$ cat src/hw/rtl/bfiq_pkg.sv
`timescale 1ns / 1ps
// ----------------------------------------------------------------------------
// bfiq_pkg
// Shared constants for the Bloom filter insert and query core.
// ----------------------------------------------------------------------------
package bfiq_pkg;

	localparam int KEY_W      = 64;
	localparam int WORD_W     = 64;
	localparam int BIT_SEL_W  = 6;
	localparam int STEP_W     = 7;

	localparam int BC_W       = 18;
	localparam int HC_W       = 11;
	localparam int CFG_IDX_W  = 4;
	localparam int CFG_DATA_W = 18;

	localparam logic [CFG_IDX_W-1:0] REG_BIT_COUNT  = CFG_IDX_W'(0);
	localparam logic [CFG_IDX_W-1:0] REG_HASH_COUNT = CFG_IDX_W'(1);

	localparam logic [BC_W-1:0] BIT_COUNT_RST  = BC_W'(131072);
	localparam logic [HC_W-1:0] HASH_COUNT_RST = HC_W'(8);

	localparam logic MODE_INSERT = 1'b0;
	localparam logic MODE_QUERY  = 1'b1;

endpackage

$ cat src/hw/rtl/bfiq_mod.sv
`timescale 1ns / 1ps
// ----------------------------------------------------------------------------
// bfiq_mod
// Restoring remainder unit: shifts dividend bits into a running remainder,
// one bit per cycle, reducing by the modulus at every step.
// ----------------------------------------------------------------------------
module bfiq_mod import bfiq_pkg::*; #(
	parameter int MW = 18
) (
	input  logic              clk,
	input  logic              arst_n,
	input  logic              start,
	input  logic [MW-1:0]     rem_init,
	input  logic [KEY_W-1:0]  dvd,
	input  logic [STEP_W-1:0] steps,
	input  logic [MW-1:0]     modulus,
	output logic              done,
	output logic [MW-1:0]     rem
);

	logic              busy_q;
	logic              done_q;
	logic [STEP_W-1:0] cnt_q;
	logic [KEY_W-1:0]  dvd_q;
	logic [MW-1:0]     rem_q;
	logic [MW:0]       trial;
	logic [MW:0]       diff;
	logic [MW-1:0]     rem_next;

	assign trial    = {rem_q, dvd_q[KEY_W-1]};
	assign diff     = trial - {1'b0, modulus};
	assign rem_next = (trial >= {1'b0, modulus}) ? diff[MW-1:0] : trial[MW-1:0];

	always_ff @(posedge clk or negedge arst_n) begin
		if (!arst_n) begin
			busy_q <= 1'b0;
			done_q <= 1'b0;
			cnt_q  <= '0;
		end else begin
			done_q <= 1'b0;
			if (start) begin
				busy_q <= 1'b1;
				cnt_q  <= steps;
			end else if (busy_q) begin
				cnt_q <= cnt_q - STEP_W'(1);
				if (cnt_q == STEP_W'(1)) begin
					busy_q <= 1'b0;
					done_q <= 1'b1;
				end
			end
		end
	end

	always_ff @(posedge clk) begin
		if (start) begin
			rem_q <= rem_init;
			dvd_q <= dvd;
		end else if (busy_q) begin
			rem_q <= rem_next;
			dvd_q <= {dvd_q[KEY_W-2:0], 1'b0};
		end
	end

	assign done = done_q;
	assign rem  = rem_q;

endmodule

$ cat config.mk
export PLATFORM = sky130hd
export DESIGN_NAME = bfiq_mod
export DESIGN_NICKNAME = d
export VERILOG_FILES = /design/src/hw/rtl/bfiq_pkg.sv /design/src/hw/rtl/bfiq_mod.sv
export SDC_FILE = /design/constraint.sdc
export NUM_CORES = 1
export LEC_CHECK = 0
export ABC_AREA = 1
export BUFFER_PORTS_ARGS = -buffer_cell sky130_fd_sc_hd__buf_2
export CAP_MARGIN = 20
export CELL_PAD_IN_SITES_DETAIL_PLACEMENT = 1
export CELL_PAD_IN_SITES_GLOBAL_PLACEMENT = 2
export CORE_MARGIN = 2
export CORE_UTILIZATION = 25
export DETAILED_ROUTE_END_ITERATION = 16
export PLACE_DENSITY_LB_ADDON = 0.1
export SLEW_MARGIN = 20
export SYNTH_ARGS = -nofsm -noshare
export SYNTH_HDL_FRONTEND = slang
export SYNTH_SLANG_ARGS = --single-unit
$ cat constraint.sdc
create_clock -name clk -period 5.5 [get_ports clk]
set_clock_uncertainty 0.2 [all_clocks]
set_input_delay 0.275 -clock clk [delete_from_list [all_inputs] [get_ports clk]]
set_output_delay 0.275 -clock clk [all_outputs]
set_load 0.02 [all_outputs]
==> results of run 1 <==
[sequential cells by signal, summed over array words and instances, names as in the netlist]
name    flops
cnt_q       7
done        1
busy_q      1
rem        18
dvd_q      64
[per-stage QoR]
step / area, um2 / instances / total power [mW] / hold WS (ns)
3_3_place_gp: 6347 / 1063 / 2.133 / -0.04640
3_5_place_dp: 6347 / 1063 / 2.139 / -0.04783
4_1_cts: 7074 / 1122 / 2.814 / 0.001061
2_1_floorplan: 5448 / 674 / 1.824 / -0.2206
5_1_grt: 7074 / 1122 / 2.982 / 0.01328
6_report: 7074 / 1122 / 2.753 / 0.01151
[tightest hold or removal path: cells and delay by family]
| family | cells | cell delay [ns] |
|---|---|---|
| simple gates | 2 | 0.10 |
| buf+inv | 1 | 0.08 |
[path summary, 6_finish.rpt]
path,from,to,slack [ns]
max,dvd_q[63],rem[12],2.69
min,dvd[9],dvd_q[9],0.01
max reg2reg,dvd_q[63],rem[12],2.69
min reg2reg,dvd_q[61],dvd_q[62],0.31
max in group asynchronous,arst_n,cnt_q[3],4.79
min in group asynchronous,arst_n,cnt_q[1],0.10
[placed cells by master (no fill, tap or decap), types with 3 or more instances in the layout]
cell           synthesis  routed
nand2_1              329     329
buf_2                  1     128
edfxtp_1              82      82
inv_1                 61      59
dlygate4sd3_1          0      43
nand3_1               32      32
nor2_1                29      29
nand3b_1              22      22
ha_1                  20      20
nand2_2               15      15
a21oi_1               11      11
clkbuf_16              0      10
dfrtp_1                9       9
o21ai_0                5       5
xnor2_1                5       5
inv_2                  3       4
nand4_1                4       4
xor2_1                 4       4
clkinv_2               0       3
buf_4                  0       3
[report_power, final]
| group | switching (mW) | internal (mW) | total [mW] |
|---|---|---|---|
| Combinational | 0.721 | 0.432 | 1.15 |
| Sequential | 0.0695 | 0.899 | 0.969 |
| Clock | 0.293 | 0.339 | 0.631 |
[cell type report]
class	instances	area (um2)	share of cell area, %
repair buffers	174	1094	15.46
clock inverters	6	46.29	0.6544
clock buffers	10	250.2	3.537
well taps	280	350.3	4.952
inverters	64	241.5	3.414
multi-input cells	497	2405	33.99
flip-flops and latches	91	2688	37.99
[cells by family (layout without fill, tap and decap cells)]
group                      after synthesis  after routing  share of synthesized area [%]
AOI/OAI and AO/OA                       26             26                          2.986
xor gates and xnor gates                 9              9                          1.447
buffers and inverters                   86            254                          6.523
adders and majority gates               21             21                          4.961
and+or+nand+nor                        441            441                          34.75
DFF                                     91             91                          49.33
[what timing repair did]
action                                  4_1_cts  5_1_grt
hold endpoints to repair                     51        0
buffers inserted                              0        0
endpoints found under the setup margin        0        0
hold buffers                                 43        0
[routing by layer]
layer	global-route usage, %	vias up
li1	-	2481
met3	2.725	15
met2	26.04	92
met1	18.02	2244
met5	0	-
met4	4.167	2
==> key figures, run 1 <==
Yosys
  – Mean post-synth cell area: roughly 8 um2
  – Seq/Total Area, Yosys: between 40% and 50%
  – Syn Std Cell Area: 0.005448 mm2
  – Top cell type's share of synthesized area: roughly 45%
  – Leading area contributor after synthesis: edfxtp_1
  – Synth cell types: 36
  – Area contributors post-synth: edfxtp_1 (45%), nand2_1 (23%), ha_1 (4.6%), inv_1 (4.2%), dfrtp_1 (4.1%)
  – Async SR Flop Fraction: approximately 10%
  – Prevailing post-synth register cell: edfxtp_1
  – Most common cell in the netlist: nand2_1
  – Synthesized flop and latch total: 91
  – Synthesized Nets: roughly 810
  – Most frequent cells after synthesis: nand2_1 (329), edfxtp_1 (82), inv_1 (61)
  – Gate count of the mapped netlist: 674
  – Post-synth EDFFs: between 80 and 90
  – YS warnings: 0

Run status
  – Status: finished clean

Drt
  – Post-DRT Antenna Nets: 0
  – Wire per inst: around 14 um
  – DRT Wirelength: approximately 16 mm
  – DR pass1 iterations: 4
  – Via count: 4834
  – Detailed router's first-iteration violation count: 140
  – Highest metal used: met5
  – # DRC: 0
  – Met1 WL: roughly 7 mm
  – Metal2 WL: ~8.0 mm
  – Vias per cell: between 4 and 5
  – Routed wl met3: 633 um

Global route
  – Initial antenna violation count: 1
  – Tot GR Track Use: 14.62%
  – GRT Residual Overflow: 0
  – First-pass GRT wire length: 25.90 mm
  – Vias in the first global route: between 5000 and 6000
  – Largest net degree at the start of global routing: 74

Timing
  – Achievable Freq: 356.0 MHz
  – Setup tns final: 0 ns
  – Relative slew margins: between 30% and 40%
  – Fin. Hold Viols: 0
  – Fin crit share: 51.07%
  – RSZ-0062 raised after global routing: false
  – Final worst setup slack: 2.691 ns
  – Tightest Pin Transition: 1.003 ns
  – Slew Limit Fails: 0
  – Tmin final: about 2.8 ns
  – Final setup vio count: 0

Critical path
  – CP required: approximately 5.4 ns
  – Top delay family on crit path: simple AND/OR/NAND/NOR gates
  – CP cell instances: inv_1, ha_1, fa_1, nor2_1, nor2_1, o21ai_0, nand2_1, nand2_1, nand2_1, nand2_1, nand2_1, nand3_1, nand2_1
  – Worst EP arrival: ~2.7 ns
  – Most used cell along the critical path: nand2_1
  – Critical path depth: 13
  – Slowest cell on crit path: o21ai_0
  – Critical Path End Type: flip-flop
  – Critical Path Start Type: flip-flop
  – CP max stage delay: between 0.6 and 0.7 ns
  – CP max FO: 3
  – WP buf/inv: 1
  – WS Path Type: flip-flop to flip-flop
  – Path depth of the worst reg2reg path: 13

Floorplan
  – Io pins: 129
  – Die width: 151.6 um
  – Row cnt: 54
  – Core area: between 0.02 and 0.025 mm2
  – Die Ht: ~150 um
  – Die area: 0.02299 mm2
  – Initial Util: between 20% and 30%

CTS
  – CTS tree: yes
  – Clock buffer depth: 2
  – Clock root cell: clkbuf_16
  – Reg clk slew, reported paths: ~0.070 ns
  – Num CTS Buffers: 9
  – Worst-Skew Late Latency: between 0.3 and 0.4 ns
  – CTS HTree Levels: 3
  – Clock Sink Count: 91
  – Post-cts sizing count: 0

Place
  – # port buffers: between 100 and 150
  – DP Wirelength: 11.85 mm
  – GP Congestion: approximately 0.75
  – Place WS: 2.410 ns

Cells and area
  – Filler Cells Inserted: between 2000 and 3000
  – Fin nets: slightly below 1000
  – Final core utilization: about a third
  – Area Overhead vs Synth: 29.86%
  – Layout cells sized above 1: between 20% and 30%
  – Antenna Diode Count: 0

Min path
  – Worst hold path class: input pin to flip-flop
  – Hold depth: 3

Power and ir drop
  – Max IR drop VDD: ~0.15 mV
  – Pwr dens: 389.2 mW/mm2
  – Static Leak: between 3 and 4 nW

Flow run
  – Max-cap violations: 0
Note: power is estimated with default switching activity, not from simulation.
==> inputs of run 2 (changes only) <==
--- a/config.mk
+++ b/config.mk
@@ -5,7 +5,7 @@
 export SDC_FILE = /design/constraint.sdc
 export NUM_CORES = 1
 export LEC_CHECK = 0
-export ABC_AREA = 1
+export ABC_AREA = 0
 export BUFFER_PORTS_ARGS = -buffer_cell sky130_fd_sc_hd__buf_2
 export CAP_MARGIN = 20
 export CELL_PAD_IN_SITES_DETAIL_PLACEMENT = 1
==> constraint.sdc (replaced) <==
create_clock -name clk -period 2.5 [get_ports clk]
set_clock_uncertainty 0.2 [all_clocks]
set_input_delay 0.125 -clock clk [delete_from_list [all_inputs] [get_ports clk]]
set_output_delay 0.125 -clock clk [all_outputs]
set_load 0.02 [all_outputs]
==> run 2 against run 1 <==
- the flow now finishes with violations (negative setup slack)
- synthesized cell count decreased by 40%
- flip-flop and latch count unchanged
- non-clock buffer count increased by 126
- sequential share of layout area decreased by 5.3 points
- power increased to 2.8 times the previous value
- sequential power increased by 130%
- worst hold slack improved by 0.0029 ns
- utilization increased by 9.1 points
- clock-buffer cell count decreased by 1
- combinational power increased to 3.4 times the previous value
==> key figures, run 2 <==
Yosys
  – Gate count of the mapped netlist: 403 (-40%)
  – Leading area contributor after synthesis: edfxtp_1
  – Post-synthesis compound-gate area fraction: 9.258% (+6.3 points)
  – Largest family of logic cells by synthesized area: multiplexers
  – Post-synth EDFFs: 82 (unchanged)
  – Synth cell types: 49 (+36%)
  – XOR/XNOR Fraction of Synth Area: 3.649% (+2.2 points)
  – Prevailing post-synth register cell: edfxtp_1
  – Synthesized flop and latch total: 91 (unchanged)
  – Post-synthesis mux area share: 15.76% (+16 points)
  – Area contributors post-synth: edfxtp_1 (49%), mux2_2 (15%), ha_1 (5.0%), dfrtp_1 (4.5%), xor2_1 (2.3%)
  – Syn Std Cell Area: 0.005041 mm2 (-7.5%)
  – YS warnings: 0 (unchanged)
  – Synth Area in Adders: 5.361% (+0.40 points)
  – Seq/Total Area, Yosys: 53.31% (+4.0 points)
  – Synth Area in Simple Gates: 9.283% (-25 points)
  – Most frequent cells after synthesis: edfxtp_1 (82), mux2_2 (67), nand2_1 (27)
  – Async SR Flop Fraction: 9.890% (unchanged)
  – Top cell type's share of synthesized area: 48.85% (+3.6 points)
  – Mean post-synth cell area: 12.51 um2 (+55%)
  – Synthesized Nets: 534 (-34%)
  – Most common cell in the netlist: edfxtp_1

Floorplan
  – Row cnt: 51 (-5.6%)
  – Die Ht: 146 um (-3.7%)
  – Io pins: 129 (unchanged)
  – Initial Util: 25.65% (+0.45 points)
  – Core area: 0.01965 mm2 (-9.1%)
  – Die width: 146 um (-3.7%)
  – Die area: 0.02132 mm2 (-7.3%)

Power and ir drop
  – Max IR drop VDD: 0.3634 mV (+150%)
  – Static Leak: 3.462 nW (-3.3%)
  – Pwr dens: 938.8 mW/mm2 (+140%)

Cells and area
  – Max reg flops: 64 (unchanged)
  – Most frequent cells in the layout: buf_2 (127), dlygate4sd3_1 (92), edfxtp_1 (82)
  – Commonest non-fill, non-tap cell in the layout: buf_2
  – Fin cells: 968 (-14%)
  – Register area: 0.002688 mm2 (unchanged)
  – Fin nets: 828 (-14%)
  – Top reg by flops: dvd_q
  – Filler Cells Inserted: 2141 (-20%)
  – Multi-input gate area: 0.002477 mm2 (+3.0%)
  – Area Overhead vs Synth: 62.99%
  – Fin area: 0.008217 mm2 (+16%)
  – Layout cells sized above 1: 47.29% (+27 points)

CTS
  – Clock root cell: clkbuf_16
  – Clock buffer depth: 2 (unchanged)
  – CTS HTree Levels: 3 (unchanged)
  – Worst-Skew Late Latency: 0.34 ns (about the same)
  – Reg clk slew, reported paths: 0.07 ns (about the same)
  – Clock Sink Count: 91 (unchanged)
  – Num CTS Buffers: 9 (unchanged)
  – CTS tree: yes

Critical path
  – Critical Path Start Type: flip-flop
  – Critical path depth: 9 (-4)
  – R2R Path Start: rem[8]
  – Worst R2R End: rem[10]
  – CP cell instances: ha_4, nand2_4, or4_4, nor4_4, a2111oi_4, a21boi_4, buf_12, buf_8, a221o_1
  – Top delay family on crit path: simple AND/OR/NAND/NOR gates
  – Path depth of the worst reg2reg path: 9 (-4)
  – WS Path Type: flip-flop to flip-flop
  – CP required: 2.40 ns (-3.01 ns)
  – CP Launch Point: rem[8]
  – CP max stage delay: 0.54 ns (-0.12 ns)
  – Worst Setup EP: rem[10]
  – Worst EP arrival: 2.77 ns (+0.05 ns)
  – Critical Path End Type: flip-flop
  – FF-to-FF setup slack: -0.37 ns (-3.06 ns)
  – WP buf/inv: 2 (+1)
  – CP max FO: 6 (+3)
  – Slowest cell on crit path: or4_4

Drt
  – Vias per cell: 4.348 (+0.92%)
  – DR pass1 iterations: 4 (unchanged)
  – # DRC: 0 (unchanged)
  – Wire per inst: 14.68 um (+2.3%)
  – Via count: 4209 (-13%)
  – DRT Wirelength: 14.21 mm (-12%)
  – Detailed router's first-iteration violation count: 152 (+8.6%)
  – Post-DRT Antenna Nets: 0 (unchanged)

Timing
  – Final setup vio count: 18 (+18)
  – Fin. Hold Viols: 0 (unchanged)
  – Final worst setup slack: -0.3698 ns (-3.061 ns)
  – Slew Limit Fails: 0 (unchanged)
  – Relative slew margins: 64.91% (+32 points)
  – Tmin final: 2.870 ns (+0.06110 ns)
  – Achievable Freq: 348.5 MHz (-2.1%)
  – RSZ-0062 raised after global routing: true
  – Fin crit share: 114.8% (+64 points)
  – Tightest Pin Transition: 0.5190 ns (-0.4839 ns)

Global route
  – Initial antenna violation count: 1 (unchanged)
  – Tot GR Track Use: 13.87% (-0.75 points)
  – GRT Residual Overflow: 0 (unchanged)
  – Largest net degree at the start of global routing: 54 (-27%)
  – Vias in the first global route: 4787 (-7.0%)
  – First-pass GRT wire length: 23.69 mm (-8.5%)

Run status
  – Status: finished, violations left
  – Violated checks: negative setup slack

Place
  – # port buffers: 128 (unchanged)
  – DP Area: 0.006673 mm2 (+5.1%)
  – DP Wirelength: 10.07 mm (-15%)
  – GP Congestion: 0.7834 (+3.9%)
  – Post-Place Cells: 846 (-20%)

Flow run
  – Max-cap violations: 0 (unchanged)

Min path
  – Min-delay src: start
  – Worst hold path class: input pin to flip-flop
## run 2: changes by cell type in the layout (fill, tap and decap cells not counted), moves of 8 or more
cell	before	now
nor2b_1	0	8
o21ai_0	5	14
nor2_1	29	15
nand2_1	329	25
nand3b_1	22	5
ha_1	20	9
xor2_1	4	13
ha_4	0	11
buf_4	3	68
nand3_1	32	3
nand2_2	15	2
dlygate4sd3_1	43	92
inv_1	59	23
mux2_2	0	67
## run 2: routing by layer
metal / part of all wire (%) / GRT usage (%) / routed length (um)
met1: 43 / 16.74 / 6146
met2: 51 / 24.32 / 7218
met3: 5.2 / 3.824 / 735
met4: 0.75 / 3.786 / 106
met5: 0 / 0 / 0
## run 2: cell families (layout without fill, tap and decap cells)
family                     Yosys count  in the layout
adders and majority gates           21             21
buffers and inverters               41            340
AOI/OAI and AO/OA                   68             68
xor gates and xnor gates            21             21
DFF                                 91             91
other                                0              1
and+or+nand+nor                     90             90
muxes                               71             71
## run 2: how the worst min path moves through the flow
stage	end	slack (ns)	depth (start not counted)
2_1_floorplan	busy_q	-0.37	0
3_5_place_dp	done	-0.21	1
3_3_place_gp	done	-0.21	1
6_report	cnt_q[6]	0.01	3
5_1_grt	cnt_q[2]	0.04	3
4_1_cts	rem[12]	-0.11	2
## run 2: tightest hold or removal path: stages
cell	delay, ns
buf_4	0.21
nand2_1	0.09
o21ai_0	0.07
## run 2: timing repair
action                                  in CTS  in global routing
pin swaps                                    5                 17
buffers inserted                             8                  4
endpoints found under the setup margin      18                 18
hold buffers                                91                  1
hold endpoints to repair                    98                  1
cloned                                       1                  0
resized for setup                           21                 11
## run 2: power by group
part / switching [mW] / internal, mW / total (mW)
Combinational: 1.75 / 2.14 / 3.88
Sequential: 0.188 / 2.03 / 2.21
Clock: 0.632 / 0.986 / 1.62
## run 2: cell type report
type | count | share of cell area (%)
Sequential cell | 91 | 32.71
Multi-Input combinational cell | 271 | 30.15
Timing Repair Buffer | 300 | 27.71
Tap cell | 265 | 4.035
Clock buffer | 9 | 2.741
Clock inverter | 7 | 1.477
Inverter | 24 | 1.142
Antenna cell | 1 | 0.03046
## run 2: through the flow
step | setup WS (ns) | TNS (ns) | hold slack (ns) | utilization (%) | total power [mW]
3_3_place_gp | -0.3316 | -4.347 | -0.2132 | 33.95 | 5.473
4_1_cts | -0.3818 | -5.259 | -0.1097 | 41.28 | 7.665
2_1_floorplan | -0.4011 | -4.693 | -0.3706 | - | 4.169
6_report | -0.3698 | -5.565 | 0.01439 | 41.81 | 7.714
5_1_grt | -0.4554 | -7.215 | 0.03856 | 41.79 | 8.267
3_5_place_dp | -0.3737 | -4.888 | -0.2086 | 33.95 | 5.525
